===== src/line_protocol_record_parser_assert.svh =====
// ---------------------------------------------------------------------------
// Line protocol record parser assertion macros
// Immediate-implication and next-cycle-implication property wrappers.
// ---------------------------------------------------------------------------
`ifndef LINE_PROTOCOL_RECORD_PARSER_ASSERT_SVH
`define LINE_PROTOCOL_RECORD_PARSER_ASSERT_SVH

`ifndef SYNTH
`define LPRP_ASSERT_NOW(label, clk, rst, ante, cons) \
   label: assert property (@(posedge clk) disable iff (rst) (ante) |-> (cons)) \
      else $error("line protocol parser check failed");
`define LPRP_ASSERT_NEXT(label, clk, rst, ante, cons) \
   label: assert property (@(posedge clk) disable iff (rst) (ante) |=> (cons)) \
      else $error("line protocol parser check failed");
`else
`define LPRP_ASSERT_NOW(label, clk, rst, ante, cons)
`define LPRP_ASSERT_NEXT(label, clk, rst, ante, cons)
`endif

`endif


===== src/lprp_pkg.sv =====
// ---------------------------------------------------------------------------
// Line protocol record parser package
// Section and token kind codes, character codes, queue sizes and the result beat type.
// ---------------------------------------------------------------------------
package lprp_pkg;

   localparam logic [2:0] SEC_MEAS = 3'd0;
   localparam logic [2:0] SEC_TKEY = 3'd1;
   localparam logic [2:0] SEC_TVAL = 3'd2;
   localparam logic [2:0] SEC_FKEY = 3'd3;
   localparam logic [2:0] SEC_FVAL = 3'd4;
   localparam logic [2:0] SEC_TS   = 3'd5;

   localparam logic [2:0] KIND_STATUS = 3'd6;

   localparam logic [7:0] CHAR_COMMA     = 8'h2C;
   localparam logic [7:0] CHAR_SPACE     = 8'h20;
   localparam logic [7:0] CHAR_EQUALS    = 8'h3D;
   localparam logic [7:0] CHAR_QUOTE     = 8'h22;
   localparam logic [7:0] CHAR_LF        = 8'h0A;
   localparam logic [7:0] CHAR_CR        = 8'h0D;
   localparam logic [7:0] CHAR_BACKSLASH = 8'h5C;

   localparam int QUEUE_DEPTH = 4;
   localparam int QPTR_W      = 2;
   localparam int QCNT_W      = 3;

   typedef struct packed {
      logic [2:0]  token_kind;
      logic [3:0]  token_index;
      logic [11:0] start_offset;
      logic [12:0] token_length;
      logic        record_status;
      logic [4:0]  tag_total;
      logic [4:0]  field_total;
      logic        last;
   } rsp_type;

endpackage


===== src/line_protocol_record_parser.sv =====
// ---------------------------------------------------------------------------
// Line protocol record parser
// Splits a line protocol record, one byte a beat, into tokens and a status.
// ---------------------------------------------------------------------------
//  channel | ports                                   | direction
//  req     | req_data_byte, req_terminator           | in,  valid/ready
//  rsp     | rsp_token_kind .. rsp_last              | out, valid/ready
//
//  One beat a cycle while req_ready is high: every byte or terminator
//  updates the parser state in the cycle it is accepted and pushes 0, 1 or 2
//  result beats into a four-entry result queue, drained one beat a cycle
//  while rsp_ready is high. req_ready is high while the queue has room for
//  two beats. Reset is synchronous and clears the parser state and the
//  queue. A stalled rsp side fills the queue and then holds off req.
// ---------------------------------------------------------------------------
`include "line_protocol_record_parser_assert.svh"

module line_protocol_record_parser #(
   parameter int MAX_TAGS   = 16,
   parameter int MAX_FIELDS = 16,
   parameter int MAX_LINE   = 4096
) (
   input  logic        clock,
   input  logic        reset,
   input  logic        req_valid,
   output logic        req_ready,
   input  logic [7:0]  req_data_byte,
   input  logic        req_terminator,
   output logic        rsp_valid,
   input  logic        rsp_ready,
   output logic [2:0]  rsp_token_kind,
   output logic [3:0]  rsp_token_index,
   output logic [11:0] rsp_start_offset,
   output logic [12:0] rsp_token_length,
   output logic        rsp_record_status,
   output logic [4:0]  rsp_tag_total,
   output logic [4:0]  rsp_field_total,
   output logic        rsp_last
);

   localparam int POS_W   = $clog2(MAX_LINE + 1);
   localparam int CNT_MAX = (MAX_TAGS > MAX_FIELDS) ? MAX_TAGS : MAX_FIELDS;
   localparam int CNT_W   = $clog2(CNT_MAX + 1);

   function automatic logic [11:0] sat_offset(input logic [POS_W-1:0] v);
      logic [POS_W+11:0] w;
      w = {12'b0, v};
      return (w > (POS_W+12)'(4095)) ? 12'd4095 : w[11:0];
   endfunction

   function automatic logic [12:0] sat_length(input logic [POS_W-1:0] v);
      logic [POS_W+12:0] w;
      w = {13'b0, v};
      return (w > (POS_W+13)'(8191)) ? 13'd8191 : w[12:0];
   endfunction

   function automatic logic [4:0] sat_count(input logic [CNT_W-1:0] c);
      logic [CNT_W+4:0] w;
      w = {5'b0, c};
      return (w > (CNT_W+5)'(31)) ? 5'd31 : w[4:0];
   endfunction

   function automatic logic [3:0] slot_index(input logic [CNT_W-1:0] c);
      logic [CNT_W+3:0] w;
      w = {4'b0, c};
      return w[3:0];
   endfunction

   logic [2:0]       section_ff, section_in;
   logic             quote_ff, quote_in;
   logic             escape_ff, escape_in;
   logic             skip_ff, skip_in;
   logic             closed_ff, closed_in;
   logic             error_ff, error_in;
   logic [POS_W-1:0] pos_ff, pos_in;
   logic [POS_W-1:0] start_ff, start_in;
   logic [POS_W-1:0] trim_ff, trim_in;
   logic [CNT_W-1:0] tags_ff, tags_in;
   logic [CNT_W-1:0] fields_ff, fields_in;

   lprp_pkg::rsp_type queue_ff [lprp_pkg::QUEUE_DEPTH];
   logic [lprp_pkg::QPTR_W-1:0] wr_ptr_ff, wr_ptr_in, wr_ptr_next;
   logic [lprp_pkg::QPTR_W-1:0] rd_ptr_ff, rd_ptr_in;
   logic [lprp_pkg::QCNT_W-1:0] count_ff, count_in;

   logic              req_accept, rsp_accept;
   logic [1:0]        push_num, push_cnt;
   lprp_pkg::rsp_type beat0, beat1, token_beat, status_beat;
   logic              tok_emit, proceed, term_err, term_ok;
   logic [2:0]        tok_kind, term_sec;
   logic [3:0]        tok_index;
   logic [POS_W-1:0]  tok_end, p_plus;
   logic [CNT_W-1:0]  term_fields;
   logic [7:0]        b;

   assign req_ready  = count_ff <= lprp_pkg::QCNT_W'(lprp_pkg::QUEUE_DEPTH - 2);
   assign req_accept = req_valid & req_ready;
   assign rsp_valid  = count_ff != '0;
   assign rsp_accept = rsp_valid & rsp_ready;
   assign b          = req_data_byte;
   assign p_plus     = pos_ff + POS_W'(1);

   always_comb begin
      token_beat              = '0;
      token_beat.token_kind   = tok_kind;
      token_beat.token_index  = tok_index;
      token_beat.start_offset = sat_offset(start_ff);
      token_beat.token_length = sat_length(tok_end - start_ff);
   end

   always_comb begin
      status_beat               = '0;
      status_beat.token_kind    = lprp_pkg::KIND_STATUS;
      status_beat.record_status = ~term_ok;
      status_beat.tag_total     = sat_count(tags_ff);
      status_beat.field_total   = sat_count(term_fields);
      status_beat.last          = 1'b1;
   end

   always_comb begin
      section_in  = section_ff;
      quote_in    = quote_ff;
      escape_in   = escape_ff;
      skip_in     = skip_ff;
      closed_in   = closed_ff;
      error_in    = error_ff;
      pos_in      = pos_ff;
      start_in    = start_ff;
      trim_in     = trim_ff;
      tags_in     = tags_ff;
      fields_in   = fields_ff;
      tok_emit    = 1'b0;
      tok_kind    = lprp_pkg::SEC_MEAS;
      tok_index   = '0;
      tok_end     = pos_ff;
      proceed     = 1'b0;
      term_err    = error_ff | escape_ff | quote_ff;
      term_sec    = section_ff;
      term_fields = fields_ff;
      term_ok     = 1'b0;
      push_num    = 2'd0;
      beat0       = status_beat;
      beat1       = status_beat;

      if (req_terminator) begin
         if (!term_err && !closed_ff) begin
            if (section_ff == lprp_pkg::SEC_FVAL) begin
               if (pos_ff > start_ff) begin
                  tok_emit    = 1'b1;
                  tok_kind    = lprp_pkg::SEC_FVAL;
                  tok_index   = slot_index(fields_ff);
                  tok_end     = pos_ff;
                  term_fields = fields_ff + CNT_W'(1);
                  term_sec    = lprp_pkg::SEC_TS;
               end else begin
                  term_err = 1'b1;
               end
            end else if (section_ff == lprp_pkg::SEC_TS) begin
               if (trim_ff > start_ff) begin
                  tok_emit = 1'b1;
                  tok_kind = lprp_pkg::SEC_TS;
                  tok_end  = trim_ff;
               end
            end
         end
         term_ok = !term_err && term_sec == lprp_pkg::SEC_TS && term_fields != '0;
         if (tok_emit) begin
            beat0    = token_beat;
            push_num = 2'd2;
         end else begin
            push_num = 2'd1;
         end
         section_in = lprp_pkg::SEC_MEAS;
         quote_in   = 1'b0;
         escape_in  = 1'b0;
         skip_in    = 1'b0;
         closed_in  = 1'b0;
         error_in   = 1'b0;
         pos_in     = '0;
         start_in   = '0;
         trim_in    = '0;
         tags_in    = '0;
         fields_in  = '0;
      end else if (closed_ff || error_ff) begin
         proceed = 1'b0;
      end else if (pos_ff >= POS_W'(MAX_LINE)) begin
         error_in = 1'b1;
      end else begin
         pos_in  = p_plus;
         proceed = 1'b1;
         if (escape_ff) begin
            escape_in = 1'b0;
            proceed   = 1'b0;
            if (section_ff == lprp_pkg::SEC_TS && b != lprp_pkg::CHAR_SPACE) begin
               trim_in = p_plus;
            end
         end else if (skip_ff) begin
            if (b == lprp_pkg::CHAR_SPACE) begin
               start_in = p_plus;
               trim_in  = p_plus;
               proceed  = 1'b0;
            end else begin
               skip_in = 1'b0;
            end
         end
         if (proceed) begin
            if (b == lprp_pkg::CHAR_BACKSLASH) begin
               escape_in = 1'b1;
               if (section_ff == lprp_pkg::SEC_TS) begin
                  trim_in = p_plus;
               end
            end else begin
               tok_end = pos_ff;
               unique case (section_ff)
                  lprp_pkg::SEC_MEAS: begin
                     if (b == lprp_pkg::CHAR_COMMA || b == lprp_pkg::CHAR_SPACE) begin
                        if (pos_ff == start_ff) begin
                           error_in = 1'b1;
                        end else begin
                           tok_emit = 1'b1;
                           tok_kind = lprp_pkg::SEC_MEAS;
                           start_in = p_plus;
                           if (b == lprp_pkg::CHAR_COMMA) begin
                              section_in = lprp_pkg::SEC_TKEY;
                           end else begin
                              section_in = lprp_pkg::SEC_FKEY;
                              trim_in    = p_plus;
                              skip_in    = 1'b1;
                           end
                        end
                     end
                  end
                  lprp_pkg::SEC_TKEY: begin
                     if (b == lprp_pkg::CHAR_EQUALS) begin
                        if (tags_ff >= CNT_W'(MAX_TAGS) || pos_ff == start_ff) begin
                           error_in = 1'b1;
                        end else begin
                           tok_emit   = 1'b1;
                           tok_kind   = lprp_pkg::SEC_TKEY;
                           tok_index  = slot_index(tags_ff);
                           section_in = lprp_pkg::SEC_TVAL;
                           start_in   = p_plus;
                        end
                     end
                  end
                  lprp_pkg::SEC_TVAL: begin
                     if (b == lprp_pkg::CHAR_COMMA || b == lprp_pkg::CHAR_SPACE) begin
                        if (pos_ff == start_ff) begin
                           error_in = 1'b1;
                        end else begin
                           tok_emit  = 1'b1;
                           tok_kind  = lprp_pkg::SEC_TVAL;
                           tok_index = slot_index(tags_ff);
                           tags_in   = tags_ff + CNT_W'(1);
                           start_in  = p_plus;
                           if (b == lprp_pkg::CHAR_COMMA) begin
                              section_in = lprp_pkg::SEC_TKEY;
                           end else begin
                              section_in = lprp_pkg::SEC_FKEY;
                              trim_in    = p_plus;
                              skip_in    = 1'b1;
                           end
                        end
                     end
                  end
                  lprp_pkg::SEC_FKEY: begin
                     if (b == lprp_pkg::CHAR_EQUALS) begin
                        if (fields_ff >= CNT_W'(MAX_FIELDS) || pos_ff == start_ff) begin
                           error_in = 1'b1;
                        end else begin
                           tok_emit   = 1'b1;
                           tok_kind   = lprp_pkg::SEC_FKEY;
                           tok_index  = slot_index(fields_ff);
                           section_in = lprp_pkg::SEC_FVAL;
                           start_in   = p_plus;
                        end
                     end
                  end
                  lprp_pkg::SEC_FVAL: begin
                     if (b == lprp_pkg::CHAR_QUOTE) begin
                        quote_in = ~quote_ff;
                     end else if ((b == lprp_pkg::CHAR_COMMA || b == lprp_pkg::CHAR_SPACE)
                                  && !quote_ff) begin
                        if (pos_ff == start_ff) begin
                           error_in = 1'b1;
                        end else begin
                           tok_emit  = 1'b1;
                           tok_kind  = lprp_pkg::SEC_FVAL;
                           tok_index = slot_index(fields_ff);
                           fields_in = fields_ff + CNT_W'(1);
                           start_in  = p_plus;
                           if (b == lprp_pkg::CHAR_COMMA) begin
                              section_in = lprp_pkg::SEC_FKEY;
                           end else begin
                              section_in = lprp_pkg::SEC_TS;
                              trim_in    = p_plus;
                              skip_in    = 1'b1;
                           end
                        end
                     end else if (b == lprp_pkg::CHAR_LF || b == lprp_pkg::CHAR_CR) begin
                        if (quote_ff || pos_ff == start_ff) begin
                           error_in = 1'b1;
                        end else begin
                           tok_emit   = 1'b1;
                           tok_kind   = lprp_pkg::SEC_FVAL;
                           tok_index  = slot_index(fields_ff);
                           fields_in  = fields_ff + CNT_W'(1);
                           section_in = lprp_pkg::SEC_TS;
                           start_in   = pos_ff;
                           trim_in    = pos_ff;
                           closed_in  = 1'b1;
                        end
                     end
                  end
                  lprp_pkg::SEC_TS: begin
                     if (b == lprp_pkg::CHAR_LF || b == lprp_pkg::CHAR_CR) begin
                        if (trim_ff > start_ff) begin
                           tok_emit = 1'b1;
                           tok_kind = lprp_pkg::SEC_TS;
                           tok_end  = trim_ff;
                        end
                        closed_in = 1'b1;
                     end else if (b != lprp_pkg::CHAR_SPACE) begin
                        trim_in = p_plus;
                     end
                  end
                  default: begin
                     error_in = 1'b1;
                  end
               endcase
            end
         end
         if (tok_emit) begin
            beat0    = token_beat;
            push_num = 2'd1;
         end
      end
   end

   assign push_cnt    = req_accept ? push_num : 2'd0;
   assign wr_ptr_next = wr_ptr_ff + lprp_pkg::QPTR_W'(1);
   assign wr_ptr_in   = wr_ptr_ff + lprp_pkg::QPTR_W'(push_cnt);
   assign rd_ptr_in   = rd_ptr_ff + lprp_pkg::QPTR_W'(rsp_accept);
   assign count_in    = count_ff + lprp_pkg::QCNT_W'(push_cnt)
                        - lprp_pkg::QCNT_W'(rsp_accept);

   always_ff @(posedge clock) begin
      if (reset) begin
         section_ff <= lprp_pkg::SEC_MEAS;
         quote_ff   <= 1'b0;
         escape_ff  <= 1'b0;
         skip_ff    <= 1'b0;
         closed_ff  <= 1'b0;
         error_ff   <= 1'b0;
         pos_ff     <= '0;
         start_ff   <= '0;
         trim_ff    <= '0;
         tags_ff    <= '0;
         fields_ff  <= '0;
         wr_ptr_ff  <= '0;
         rd_ptr_ff  <= '0;
         count_ff   <= '0;
      end else begin
         if (req_accept) begin
            section_ff <= section_in;
            quote_ff   <= quote_in;
            escape_ff  <= escape_in;
            skip_ff    <= skip_in;
            closed_ff  <= closed_in;
            error_ff   <= error_in;
            pos_ff     <= pos_in;
            start_ff   <= start_in;
            trim_ff    <= trim_in;
            tags_ff    <= tags_in;
            fields_ff  <= fields_in;
         end
         wr_ptr_ff <= wr_ptr_in;
         rd_ptr_ff <= rd_ptr_in;
         count_ff  <= count_in;
      end
   end

   always_ff @(posedge clock) begin
      if (push_cnt != 2'd0) begin
         queue_ff[wr_ptr_ff] <= beat0;
      end
      if (push_cnt == 2'd2) begin
         queue_ff[wr_ptr_next] <= beat1;
      end
   end

   assign rsp_token_kind    = queue_ff[rd_ptr_ff].token_kind;
   assign rsp_token_index   = queue_ff[rd_ptr_ff].token_index;
   assign rsp_start_offset  = queue_ff[rd_ptr_ff].start_offset;
   assign rsp_token_length  = queue_ff[rd_ptr_ff].token_length;
   assign rsp_record_status = queue_ff[rd_ptr_ff].record_status;
   assign rsp_tag_total     = queue_ff[rd_ptr_ff].tag_total;
   assign rsp_field_total   = queue_ff[rd_ptr_ff].field_total;
   assign rsp_last          = queue_ff[rd_ptr_ff].last;

   `LPRP_ASSERT_NOW(a_queue_bound, clock, reset, 1'b1, count_ff <= lprp_pkg::QCNT_W'(lprp_pkg::QUEUE_DEPTH))
   `LPRP_ASSERT_NOW(a_start_order, clock, reset, 1'b1, start_ff <= pos_ff && trim_ff <= pos_ff)
   `LPRP_ASSERT_NEXT(a_term_clears, clock, reset, req_accept && req_terminator, section_ff == lprp_pkg::SEC_MEAS && pos_ff == '0 && !error_ff)
   `LPRP_ASSERT_NEXT(a_err_holds, clock, reset, req_accept && !req_terminator && error_ff, $stable(pos_ff) && error_ff)

endmodule


===== config.mk =====
export PLATFORM = sky130hd
export DESIGN_NAME = line_protocol_record_parser
export DESIGN_NICKNAME = d
export VERILOG_FILES = /design/src/lprp_pkg.sv /design/src/line_protocol_record_parser.sv
export VERILOG_INCLUDE_DIRS = /design/src /design/src/src
export SDC_FILE = /design/constraint.sdc
export NUM_CORES = 1
export LEC_CHECK = 0
export ABC_AREA = 1
export BUFFER_PORTS_ARGS = -buffer_cell sky130_fd_sc_hd__buf_2
export CAP_MARGIN = 20
export CELL_PAD_IN_SITES_DETAIL_PLACEMENT = 1
export CELL_PAD_IN_SITES_GLOBAL_PLACEMENT = 1
export CORE_MARGIN = 3
export CORE_UTILIZATION = 45
export CTS_CLUSTER_DIAMETER = 120
export CTS_CLUSTER_SIZE = 25
export DETAILED_ROUTE_END_ITERATION = 10
export PLACE_DENSITY_LB_ADDON = 0.1
export SLEW_MARGIN = 15
export SYNTH_ARGS = -nofsm -noshare
export SYNTH_HDL_FRONTEND = slang
export SYNTH_SLANG_ARGS = --single-unit

===== constraint.sdc =====
create_clock -name clock -period 5.42 [get_ports clock]
set_clock_uncertainty 0.15 [all_clocks]
set_input_delay 0.813 -clock clock [delete_from_list [all_inputs] [get_ports clock]]
set_output_delay 0.813 -clock clock [all_outputs]
set_load 0.005 [all_outputs]

Word-level counts from Yosys, hierarchy flattened
Memories as Yosys holds them, arrays and structs flattened. A register that Yosys moved wholly into a read port is not among the register bits.
Index checks and enable logic that the tools add are counted.
{"block": "op_classes", "n_lt_le_gt_ge": 7, "bitwise": 6, "mux": 243, "addsub": 9, "eq_ne": 47, "reduce_logical": 36}
{"cell": "2-to-1 mux 13 bit", "count": 51}
{"cell": "2-to-1 mux 44 bit", "count": 5}
{"cell": "2-to-1 mux 5 bit", "count": 24}
{"cell": "2-to-1 mux 3 bit", "count": 35}
{"cell": "2-to-1 mux 1 bit", "count": 92}
{"cell": "2-to-1 mux 4 bit", "count": 17}
{"cell": "case mux 13 bit (4 select lines)", "count": 1}
{"cell": "case mux 13 bit (3 select lines)", "count": 1}
{"cell": "!= test 3 bit (second input constant)", "count": 11}
{"cell": "== test 8 x 6 -> 1 bit (second input constant)", "count": 4}
{"cell": "!= test 4 bit (second input constant)", "count": 7}
{"cell": "greater-than comparator 13 bit", "count": 2}
{"cell": "2-to-1 mux 2 bit", "count": 9}
{"cell": "== test 8 x 4 -> 1 bit (second input constant)", "count": 2}
{"cell": "case mux 4 bit (4 select lines)", "count": 1}
{"cell": "AND reduction 16 bit", "count": 1}
{"cell": "case mux 3 bit (5 select lines)", "count": 1}
{"cell": "adder 13 x 1 -> 13 bit (second input constant)", "count": 1}
{"cell": "== test 13 bit", "count": 1}
{"cell": "greater-or-equal comparator 13 bit (second input constant)", "count": 1}
{"cell": "greater-than comparator 13 x 12 -> 1 bit (second input constant)", "count": 1}
{"cell": "AND reduction 13 bit", "count": 1}
{"cell": "subtractor 13 bit", "count": 1}
{"cell": "2-to-1 mux 12 bit", "count": 1}
{"cell": "39 further kinds", "count": 77}
{"block": "word_totals", "ramBits": 176, "regBits": 64, "in_bits": 13, "elab_cells": 363, "output_inout_bits": 46, "mem_count": 1}
{"memory": "queue_ff", "words": 4, "word_bits": 44, "rd": 1, "rd_ports_with_merged_regs": 1, "write_ports": 2, "line": "line_protocol_record_parser.sv:81", "source": "lprp_pkg::rsp_type queue_ff [lprp_pkg::QUEUE_DEPTH];"}

Depth between registers and ports, before layout
Gate-level depths: netlist (run 1).
{"block": "logic_depth", "ltp_word": 20, "mapped_depth": 30, "mapped_depth_nobuf": 28}

Least setup slack after synthesis (run 1)
OpenSTA, ideal clock, no wires.
{"block": "synth_timing", "path_type": "register -> register", "from": "register start_ff[12]", "to": "memory queue_ff[1][22] (netlist bit)", "period_less_slack_ns": 4.416, "setup_ns": 0.116, "required_time_ns": 5.154, "n_path_buf": 2, "stages_incl_launch_ff": 30, "arrival_time_ns": 4.150, "setup_slack_ns": 1.004, "cell_sequence": "dfxtp_1 -> inv_1 -> buf_1 -> ha_1 -> nand2_1 -> inv_1 -> nand2_1 -> nand3_1 -> a21oi_1 -> nand2_1 -> nand2_1 -> clkbuf_1 -> o21ai_0 -> o21ai_0 -> o21ai_1 -> inv_1 -> ha_1 -> inv_1 -> fa_1 -> nand3_1 -> and2_1 -> inv_1 -> a21o_1 -> nand2_1 -> nand2_1 -> a21oi_1 -> xor2_1 -> nor2_2 -> nor2_1 -> nor2_1"}
{"item": "from (decl)", "line": "line_protocol_record_parser.sv:76", "source": "logic [POS_W-1:0] start_ff, start_in;"}
{"item": "from (signal assigned)", "line": "line_protocol_record_parser.sv:372", "source": "start_ff <= start_in;"}
{"item": "to (decl)", "line": "line_protocol_record_parser.sv:81"}

==> results.md, run 1 <==
- Status: finished, final reports clean
- Total CTS buffers: 14
- CP max FO: 17
- Largest net degree at the start of global routing: 89
- EDFF count, synth: 44
- Hold Path Cell Cnt: 2
- Antenna-violating nets left: 0
- Sw Share: 41.9%
- Placed Cells: 2848
- End of the worst register-to-register path: queue_ff[1][21]
- GRT Util Overall: 34.1%
- Setup TNS: 0 ps
- CTS Hold Bufs: 0
- Row count: 67
- Core box area: 33900 um^2
- Die width: 192 um
- Initial core utilization: 46.1%
- Vias per cell: 5.95
- Mux share of post-synthesis cell area: 0%
- Syn_nets: 2465
- Final wirelength: 63800 um
- Post-CTS sizing: 0
- PortBufs: 58
- R2R cell count: 26
- GRT overflow: 0
- Final-layout fill cell count: 4686
- Max-cap violations: 0
- Crit path required time: 5710 ps
- Critical path arrival: 4820 ps
- Area grow syn2layout: 7.31%
- Fin nets: 2479
- Vias in the first global route: 17100
- Largest family of logic cells by synthesized area: simple AND/OR/NAND/NOR gates
- Placed instance area: 16300 um^2
- Yosys cell types: 59
- CP Capture Type: flop
- Wire per inst: 22.3 um
- DRC viols: 0
- P_int: 3.18 mW
- Hold path endpoint: queue_ff[2][20]
- Final instance area: 16800 um^2
- H-tree Lvls: 1
- CTS Root Buffer Type: clkbuf_16
- Compound-Gate Fraction of Synth Area: 19.4%
- R2R Setup Slk: 890 ps
- Slew headroom: 22.9%
- Post-synthesis sequential area ratio: 33.6%
- Adder-cell share of the synthesized area: 4.10%
- Fmax achieved: 221 MHz
- CTS Sinks: 240
- Worst slew pin tran: 1150 ps
- Clk Latency, worst-skew pair: 500 ps
- RSZ-0062 raised after global routing: false
- Area of the multi-input gates: 9060 um^2
- Initial antenna violation count: 1
- Routed vias: 17100
- Worst Hold Class: reg -> reg
- HPWL Detailed: 46200 um
- Min-delay src: queue_ff[2][20]
- Register bit total from synthesis: 240
- Maximum VDD drop: 0.289 mV
- Comb pwr share: 38.8%
- Fraction of layout cells with a size suffix above 1: 8.76%
- Setup bufs post-CTS: 0
- IO Pins: 59
- Async SR Flop Fraction: 0%
- Kind of critical path: reg -> reg
- Crit start category: flop
- Max-slew violation count: 0
- Clock Path Buffers: 3
- P per Cell Area: 327 nW/um^2
- Xor/xnor share of the synthesized area: 1.18%
- Final std cells w/o fill: 2869
- CTS tree: yes
- Full die area: 37000 um^2
- Worst R2R Start: start_ff[12]
- Post-Synthesis Cells: 2402
- First-pass GRT wire length: 98500 um
- Initial DRC Count: 1338
- Clock transition at path regs: 100 ps
- Period utilisation layout: 83.6%
- Synth Warn #: 0
- P_sw: 2.30 mW
- Register area: 5250 um^2
- Tmin final: 4530 ps
- Dominant synthesized flop cell: dfxtp_1
- Mapped cell area: 15600 um^2
- Synth Area per Inst: 6.50 um^2
- 1st-pass router iterations: 5
- GPL Wtd Cong: 1.01
- Simple-gate share of the synthesized area: 33.3%
- Die height: 192 um
- Final setup viols: 0
- Hold Fails Final Rpt: 0
- Sequential Power Share: 39.5%
- Pleak: 7.49 nW
- Clk pwr share: 21.8%
==> metal layers <==
layer	part of all wire, %	up-vias	track usage, %	wire length (um)
met4	5.1	2	15.5	3280
li1	-	7938	-	-
met2	47	611	58.1	29800
met3	6.1	202	3.85	3920
met1	42	8307	43.3	26800
met5	0.020	-	0	13
==> worst max-delay path by stage <==
| stage | start | end | slack (ps) | depth (start not counted) |
|---|---|---|---|---|
| global placement | req_data_byte[0] | queue_ff[1][21] | 840 | 29 |
| global route | start_ff[12] | queue_ff[1][21] | 350 | 26 |
| detailed placement | req_data_byte[3] | queue_ff[1][21] | 640 | 28 |
| CTS | start_ff[12] | queue_ff[1][21] | 940 | 26 |
| floorplan | start_ff[12] | queue_ff[1][22] | 1000 | 29 |
| finish | start_ff[12] | queue_ff[1][21] | 890 | 26 |
==> cell type report <==
cell class | instances | area share, %
clock inverters | 3 | 0.239
inverters | 199 | 4.54
well taps | 448 | 3.34
flip-flops and latches | 240 | 31.3
diodes | 1 | 0.0149
clock buffers | 17 | 2.28
multi-input cells | 1852 | 54.0
repair buffers | 109 | 4.24
==> power by group through the flow <==
stage	logic (mW)	clock network [mW]	registers, mW
finish	2.12	1.19	2.16
detailed placement	2.09	0	2.20
global route	2.34	1.27	2.19
global placement	2.04	0	2.19
floorplan	1.34	0	2.12
CTS	2.10	1.22	2.16
==> through the flow <==
stage	power, mW	utilization [%]	hold WS (ps)	setup slack [ps]
6_report	5.48	49.5	300	888
5_1_grt	5.80	49.5	317	348
4_1_cts	5.48	49.5	300	941
3_5_place_dp	4.29	48.2	277	635
3_3_place_gp	4.23	48.2	274	842
2_1_floorplan	3.46	-	264	1000
==> cells in the mapped netlist (all sizes together) (2+ instances only) <==
cell / count / area (um^2)
a31oi: 6 / 37.5
nand3b: 5 / 50.1
a221oi: 2 / 17.5
o311ai: 2 / 17.5
buf: 44 / 305
clkbuf: 67 / 251
nand4: 29 / 181
and3: 2 / 12.5
o2111a: 2 / 22.5
o2111ai: 3 / 26.3
xor2: 18 / 158
o22ai: 49 / 307
o32ai: 10 / 87.6
nand2: 731 / 2840
o21ai: 279 / 1430
xnor2: 3 / 26.3
o21bai: 2 / 15.0
o211ai: 15 / 113
nor3: 25 / 125
a211oi: 7 / 52.6
nor3b: 2 / 15.0
a21o: 2 / 15.0
fa: 2 / 40.0
nor2: 331 / 1350
or2: 7 / 46.3
nor4: 3 / 18.8
a21oi: 153 / 807
inv: 196 / 748
o31ai: 6 / 45.0
clkinv: 3 / 11.3
dfxtp: 196 / 3920
nand3: 103 / 561
edfxtp: 44 / 1320
ha: 48 / 601
==> logic make-up (layout without fill, tap and decap cells) <==
family	count (synthesis)	count (layout)
buffers and inverters	310	328
XOR/XNOR	21	21
adder cells (fa/ha/maj)	50	50
other	0	1
AO/OA/AOI/OAI	542	542
flip-flops	240	240
AND/OR/NAND/NOR	1239	1239
==> state kept, by name (all words and copies together) (netlist names), 2 cells and up <==
register / flops
start_ff: 13
rd_ptr_ff: 2
section_ff: 3
pos_ff: 13
fields_ff: 5
count_ff: 3
queue_ff: 176
tags_ff: 5
trim_ff: 13
wr_ptr_ff: 2
==> layout by cell type, fill, tap and decap left out, drive strengths merged, types with 3 or more instances in the layout <==
cell | netlist | final
o22ai | 49 | 49
xor2 | 18 | 18
a31oi | 6 | 6
nor3 | 25 | 25
ha | 48 | 48
nand4 | 29 | 29
or2 | 7 | 7
nor2 | 331 | 331
nand3b | 5 | 5
o21ai | 279 | 279
nor4 | 3 | 3
o32ai | 10 | 10
nand2 | 731 | 731
xnor2 | 3 | 3
edfxtp | 44 | 44
o211ai | 15 | 15
o2111ai | 3 | 3
a21oi | 153 | 153
clkbuf | 67 | 17
o31ai | 6 | 6
inv | 196 | 198
buf | 44 | 109
nand3 | 103 | 103
clkinv | 3 | 3
dfxtp | 196 | 196
a211oi | 7 | 7
==> critical path: stages, from the launching register on <==
cell     delay, ps
dfxtp_1        420
inv_1           90
ha_1           310
nand2_1         80
nor2_1         190
nand2_1         80
nor2_1         100
nand2_1         60
nand2_1        150
nand2_1        310
o21ai_0        420
o21ai_0        140
nand2_1         80
inv_1           40
ha_1           340
a21o_1         200
a31oi_1        270
inv_1          110
nand2_1        100
nand2_1         50
nand2_1         70
a21oi_1         80
o21ai_0        160
nand2_1         90
nor2_2         170
nor2_1          80
nor2_1         120
(Power assumes the default switching activity.)
==> run 2: changes to the inputs <==
--- a/config.mk
+++ b/config.mk
@@ -6,7 +6,7 @@
 export SDC_FILE = /design/constraint.sdc
 export NUM_CORES = 1
 export LEC_CHECK = 0
-export ABC_AREA = 1
+export ABC_AREA = 0
 export BUFFER_PORTS_ARGS = -buffer_cell sky130_fd_sc_hd__buf_2
 export CAP_MARGIN = 20
 export CELL_PAD_IN_SITES_DETAIL_PLACEMENT = 1
==> constraint.sdc (replaced) <==
create_clock -name clock -period 4.7 [get_ports clock]
set_clock_uncertainty 0.15 [all_clocks]
set_input_delay 0.705 -clock clock [delete_from_list [all_inputs] [get_ports clock]]
set_output_delay 0.705 -clock clock [all_outputs]
set_load 0.005 [all_outputs]
==> results.md, run 2 <==
- Slowest cell on crit path: fa_1 (was dfxtp_1)
- Vias per cell: 6.39 (was 5.95)
- PortBufs: 58 (unchanged)
- Post-synthesis sequential area ratio: 34.9% (was 33.6%)
- Die height: 189 um (was 192 um)
- Core box area: 32700 um^2 (was 33900 um^2)
- RSZ-0062 raised after global routing: false (unchanged)
- Hold Fails Final Rpt: 0 (unchanged)
- Top post-synthesis cells by area: dfxtp_1, edfxtp_1, mux4_2 (was dfxtp_1, nand2_1, edfxtp_1)
- Cell breakdown of the critical path: inv_1 > ha_1 > a211oi_2 > o21ai_0 > o2111ai_1 > a21oi_2 > nand2_2 > nor2_1 > a21oi_1 > ha_1 > inv_1 > fa_1 > a21oi_2 > o21ai_1 > o41ai_2 > buf_4 > o21ai_1 > o41ai_2 > xnor3_1 > nand2b_4 > o21ai_1
- P per Cell Area: 282 nW/um^2 (was 327 nW/um^2)
- Maximum VDD drop: 0.214 mV (was 0.289 mV)
- Critical path origin: start_ff[6] (was start_ff[12])
- P_int: 3.23 mW (was 3.18 mW)
- Die width: 189 um (was 192 um)
- CP max FO: 5 (was 17)
- Hold WS: 315 ps (was 300 ps)
- Synth top cells by count: dfxtp_1, o21ai_0, nand2_1 (was nand2_1, nor2_1, o21ai_0)
- Kind of critical path: reg -> reg (unchanged)
- CTS Root Buffer Type: clkbuf_16 (unchanged)
- Register bit total from synthesis: 240 (unchanged)
- Wire per inst: 24.8 um (was 22.3 um)
- Initial DRC Count: 1044 (was 1338)
- Xor/xnor share of the synthesized area: 2.35% (was 1.18%)
- Clk pwr share: 29.1% (was 21.8%)
- Crit path required time: 4980 ps (was 5710 ps)
- GRT overflow: 0 (unchanged)
- Status: finished, final reports clean (unchanged)
- Commonest non-fill, non-tap cell in the layout: dfxtp_1 (was nand2_1)
- Slew headroom: 32.0% (was 22.9%)
- Diodes inserted: 0 (was 1)
- Crit path largest cell delay: 430 ps (was 420 ps)
- Setup bufs post-CTS: 0 (unchanged)
- Tmin final: 4270 ps (was 4530 ps)
- Crit start category: flop (unchanged)
- Compound-Gate Fraction of Synth Area: 24.0% (was 19.4%)
- Fmax achieved: 234 MHz (was 221 MHz)
- CTS tree: yes (unchanged)
- Total power: 4.70 mW (was 5.48 mW)
- Syn_nets: 1809 (was 2465)
- Fraction of layout cells with a size suffix above 1: 17.7% (was 8.76%)
- CP Capture Type: flop (unchanged)
- Max-cap violations: 0 (unchanged)
- Placed instance area: 16200 um^2 (was 16300 um^2)
- Buffers and inverters on the worst path: 3 (unchanged)
- Min-delay src: queue_ff[2][23] (was queue_ff[2][20])
- Row count: 66 (was 67)
- Most flops, register: queue_ff (unchanged)
- Clock Path Buffers: 3 (unchanged)
- Synth top area share: 26.1% (was 25.1%)
- H-tree Lvls: 1 (unchanged)
- Final setup viols: 0 (unchanged)
- Routed vias: 14400 (was 17100)
- Final wirelength: 55900 um (was 63800 um)
- Async SR Flop Fraction: 0% (unchanged)
- DRC viols: 0 (unchanged)
- Yosys cell types: 106 (was 59)
- EDFF count, synth: 44 (unchanged)
- IO Pins: 59 (unchanged)
- Clock transition at path regs: 100 ps (about the same)
- Mux share of post-synthesis cell area: 8.29% (was 0%)
- Antenna-violating nets left: 0 (unchanged)
- Final instance area: 16700 um^2 (was 16800 um^2)
- Synth Area per Inst: 8.61 um^2 (was 6.50 um^2)
- Sw Share: 31.2% (was 41.9%)
- Initial antenna violation count: 0 (was 1)
- Simple-gate share of the synthesized area: 20.5% (was 33.3%)
- Most frequent cell after synthesis: dfxtp_1 (was nand2_1)
- Area leader, netlist: dfxtp_1 (unchanged)
- Period utilisation layout: 90.9% (was 83.6%)
- Dominant synthesized flop cell: dfxtp_1 (unchanged)
- Worst slew pin tran: 1010 ps (was 1150 ps)
- Pleak: 6.02 nW (was 7.49 nW)
- Full die area: 35700 um^2 (was 37000 um^2)
- Adder-cell share of the synthesized area: 4.26% (was 4.10%)
- 1st-pass router iterations: 4 (was 5)
- First-pass GRT wire length: 87200 um (was 98500 um)
- Clk Latency, worst-skew pair: 500 ps (about the same)
- Max-slew violation count: 0 (unchanged)
- CTS Sinks: 240 (unchanged)
- Critical path arrival: 4550 ps (was 4820 ps)
- Post-Synthesis Cells: 1746 (was 2402)
- Area grow syn2layout: 10.8% (was 7.31%)
- Largest net degree at the start of global routing: 66 (was 89)
- Number of flip-flops in the largest register: 176 (unchanged)
- Fin nets: 1865 (was 2479)
- Mapped cell area: 15000 um^2 (was 15600 um^2)
- Initial core utilization: 46.0% (was 46.1%)
- P_sw: 1.47 mW (was 2.30 mW)
- Total CTS buffers: 14 (unchanged)
- Place WS: -246 ps (was 635 ps)
- HPWL Detailed: 41000 um (was 46200 um)
- Vias in the first global route: 14600 (was 17100)
- Final worst slack: 426 ps (was 888 ps)
- Sequential Power Share: 49.8% (was 39.5%)
- Worst Hold Class: reg -> reg (unchanged)
- Synth Warn #: 0 (unchanged)
- GRT Util Overall: 31.1% (was 34.1%)
- Crit-path leading delay family: compound AO/OA/AOI/OAI gates (was simple AND/OR/NAND/NOR gates)
- GPL Wtd Cong: 0.996 (was 1.01)
- Worst R2R Start: start_ff[6] (was start_ff[12])
- Most frequent cells in the layout: dfxtp_1, o21ai_0, nand2_1 (was nand2_1, nor2_1, o21ai_0)
- Comb pwr share: 21.1% (was 38.8%)
- Most numerous cell on the critical path: o21ai_1 (was nand2_1)
- Largest family of logic cells by synthesized area: compound AO/OA/AOI/OAI gates (was simple AND/OR/NAND/NOR gates)
[run 2: cell count changes after synthesis, sizes merged, moves of 36 or more]
cell | before | now
nor2 | 331 | 134
nand2 | 731 | 154
mux4 | 0 | 44
nand3 | 103 | 149
inv | 196 | 40
o21ai | 279 | 239
a21oi | 153 | 117
[run 2: through the flow]
| stage | utilization [%] | TNS (ps) | cells |
|---|---|---|---|
| 3_5_place_dp | 49.6 | -929 | 2228 |
| 2_1_floorplan | - | 0 | 1746 |
| 6_report | 51.0 | 0 | 2249 |
| 4_1_cts | 50.9 | 0 | 2249 |
| 3_3_place_gp | 49.6 | -405 | 2228 |
| 5_1_grt | 51.0 | 0 | 2249 |
[run 2: power by group through the flow]
stage               Combinational, mW  Sequential [mW]  Clock, mW
CTS                             0.989             2.34       1.39
floorplan                       0.707             2.29          0
detailed placement              0.982             2.39          0
finish                          0.991             2.34       1.37
global placement                0.962             2.38          0
global route                     1.08             2.36       1.46
[run 2: final timing paths]
path,to,cells past startpoint,slack (ps)
min reg2reg,queue_ff[2][23],2,310
min,queue_ff[2][23],2,310
max reg2reg,queue_ff[0][24],21,430
max,queue_ff[0][24],21,430
[run 2: per-layer routing]
layer | GRT usage, % | wire (um) | part of all wire (%) | up-vias
li1 | - | - | - | 6583
met1 | 42.0 | 23900 | 43 | 7152
met2 | 51.7 | 26000 | 46 | 515
met3 | 3.78 | 3770 | 6.8 | 111
met4 | 11.0 | 2220 | 4.0 | 0
met5 | 0 | 0 | 0 | -
[run 2: kinds of logic after synthesis]
group,Yosys count
buffers and inverters,180
muxes,68
and+or+nand+nor,612
AOI/OAI and AO/OA,558
xor gates and xnor gates,38
DFF,240
adders and majority gates,50
[run 2: worst register-to-register path, delay by kind of cell, from the launching register on]
kind / cells / cell delay [ps]
adder cells (fa/ha/maj): 3 / 960
AND/OR/NAND/NOR: 3 / 340
XOR/XNOR: 1 / 270
flip-flops: 1 / 340
buffers and inverters: 3 / 320
AO/OA/AOI/OAI: 11 / 1830
[run 2: repair_timing]
action / in CTS / in global routing
resized for setup: 0 / 5
setup endpoints to repair: 0 / 8
hold buffers: 0 / 0
hold endpoints to repair: 0 / 0
[run 2: layout make-up]
type	count	area, um^2
Inverter	40	150
Multi-Input combinational cell	1326	9020
Tap cell	442	553
Clock inverter	3	38.8
Clock buffer	18	387
Fill cell	3891	16000
Timing Repair Buffer	180	1270
Sequential cell	240	5250
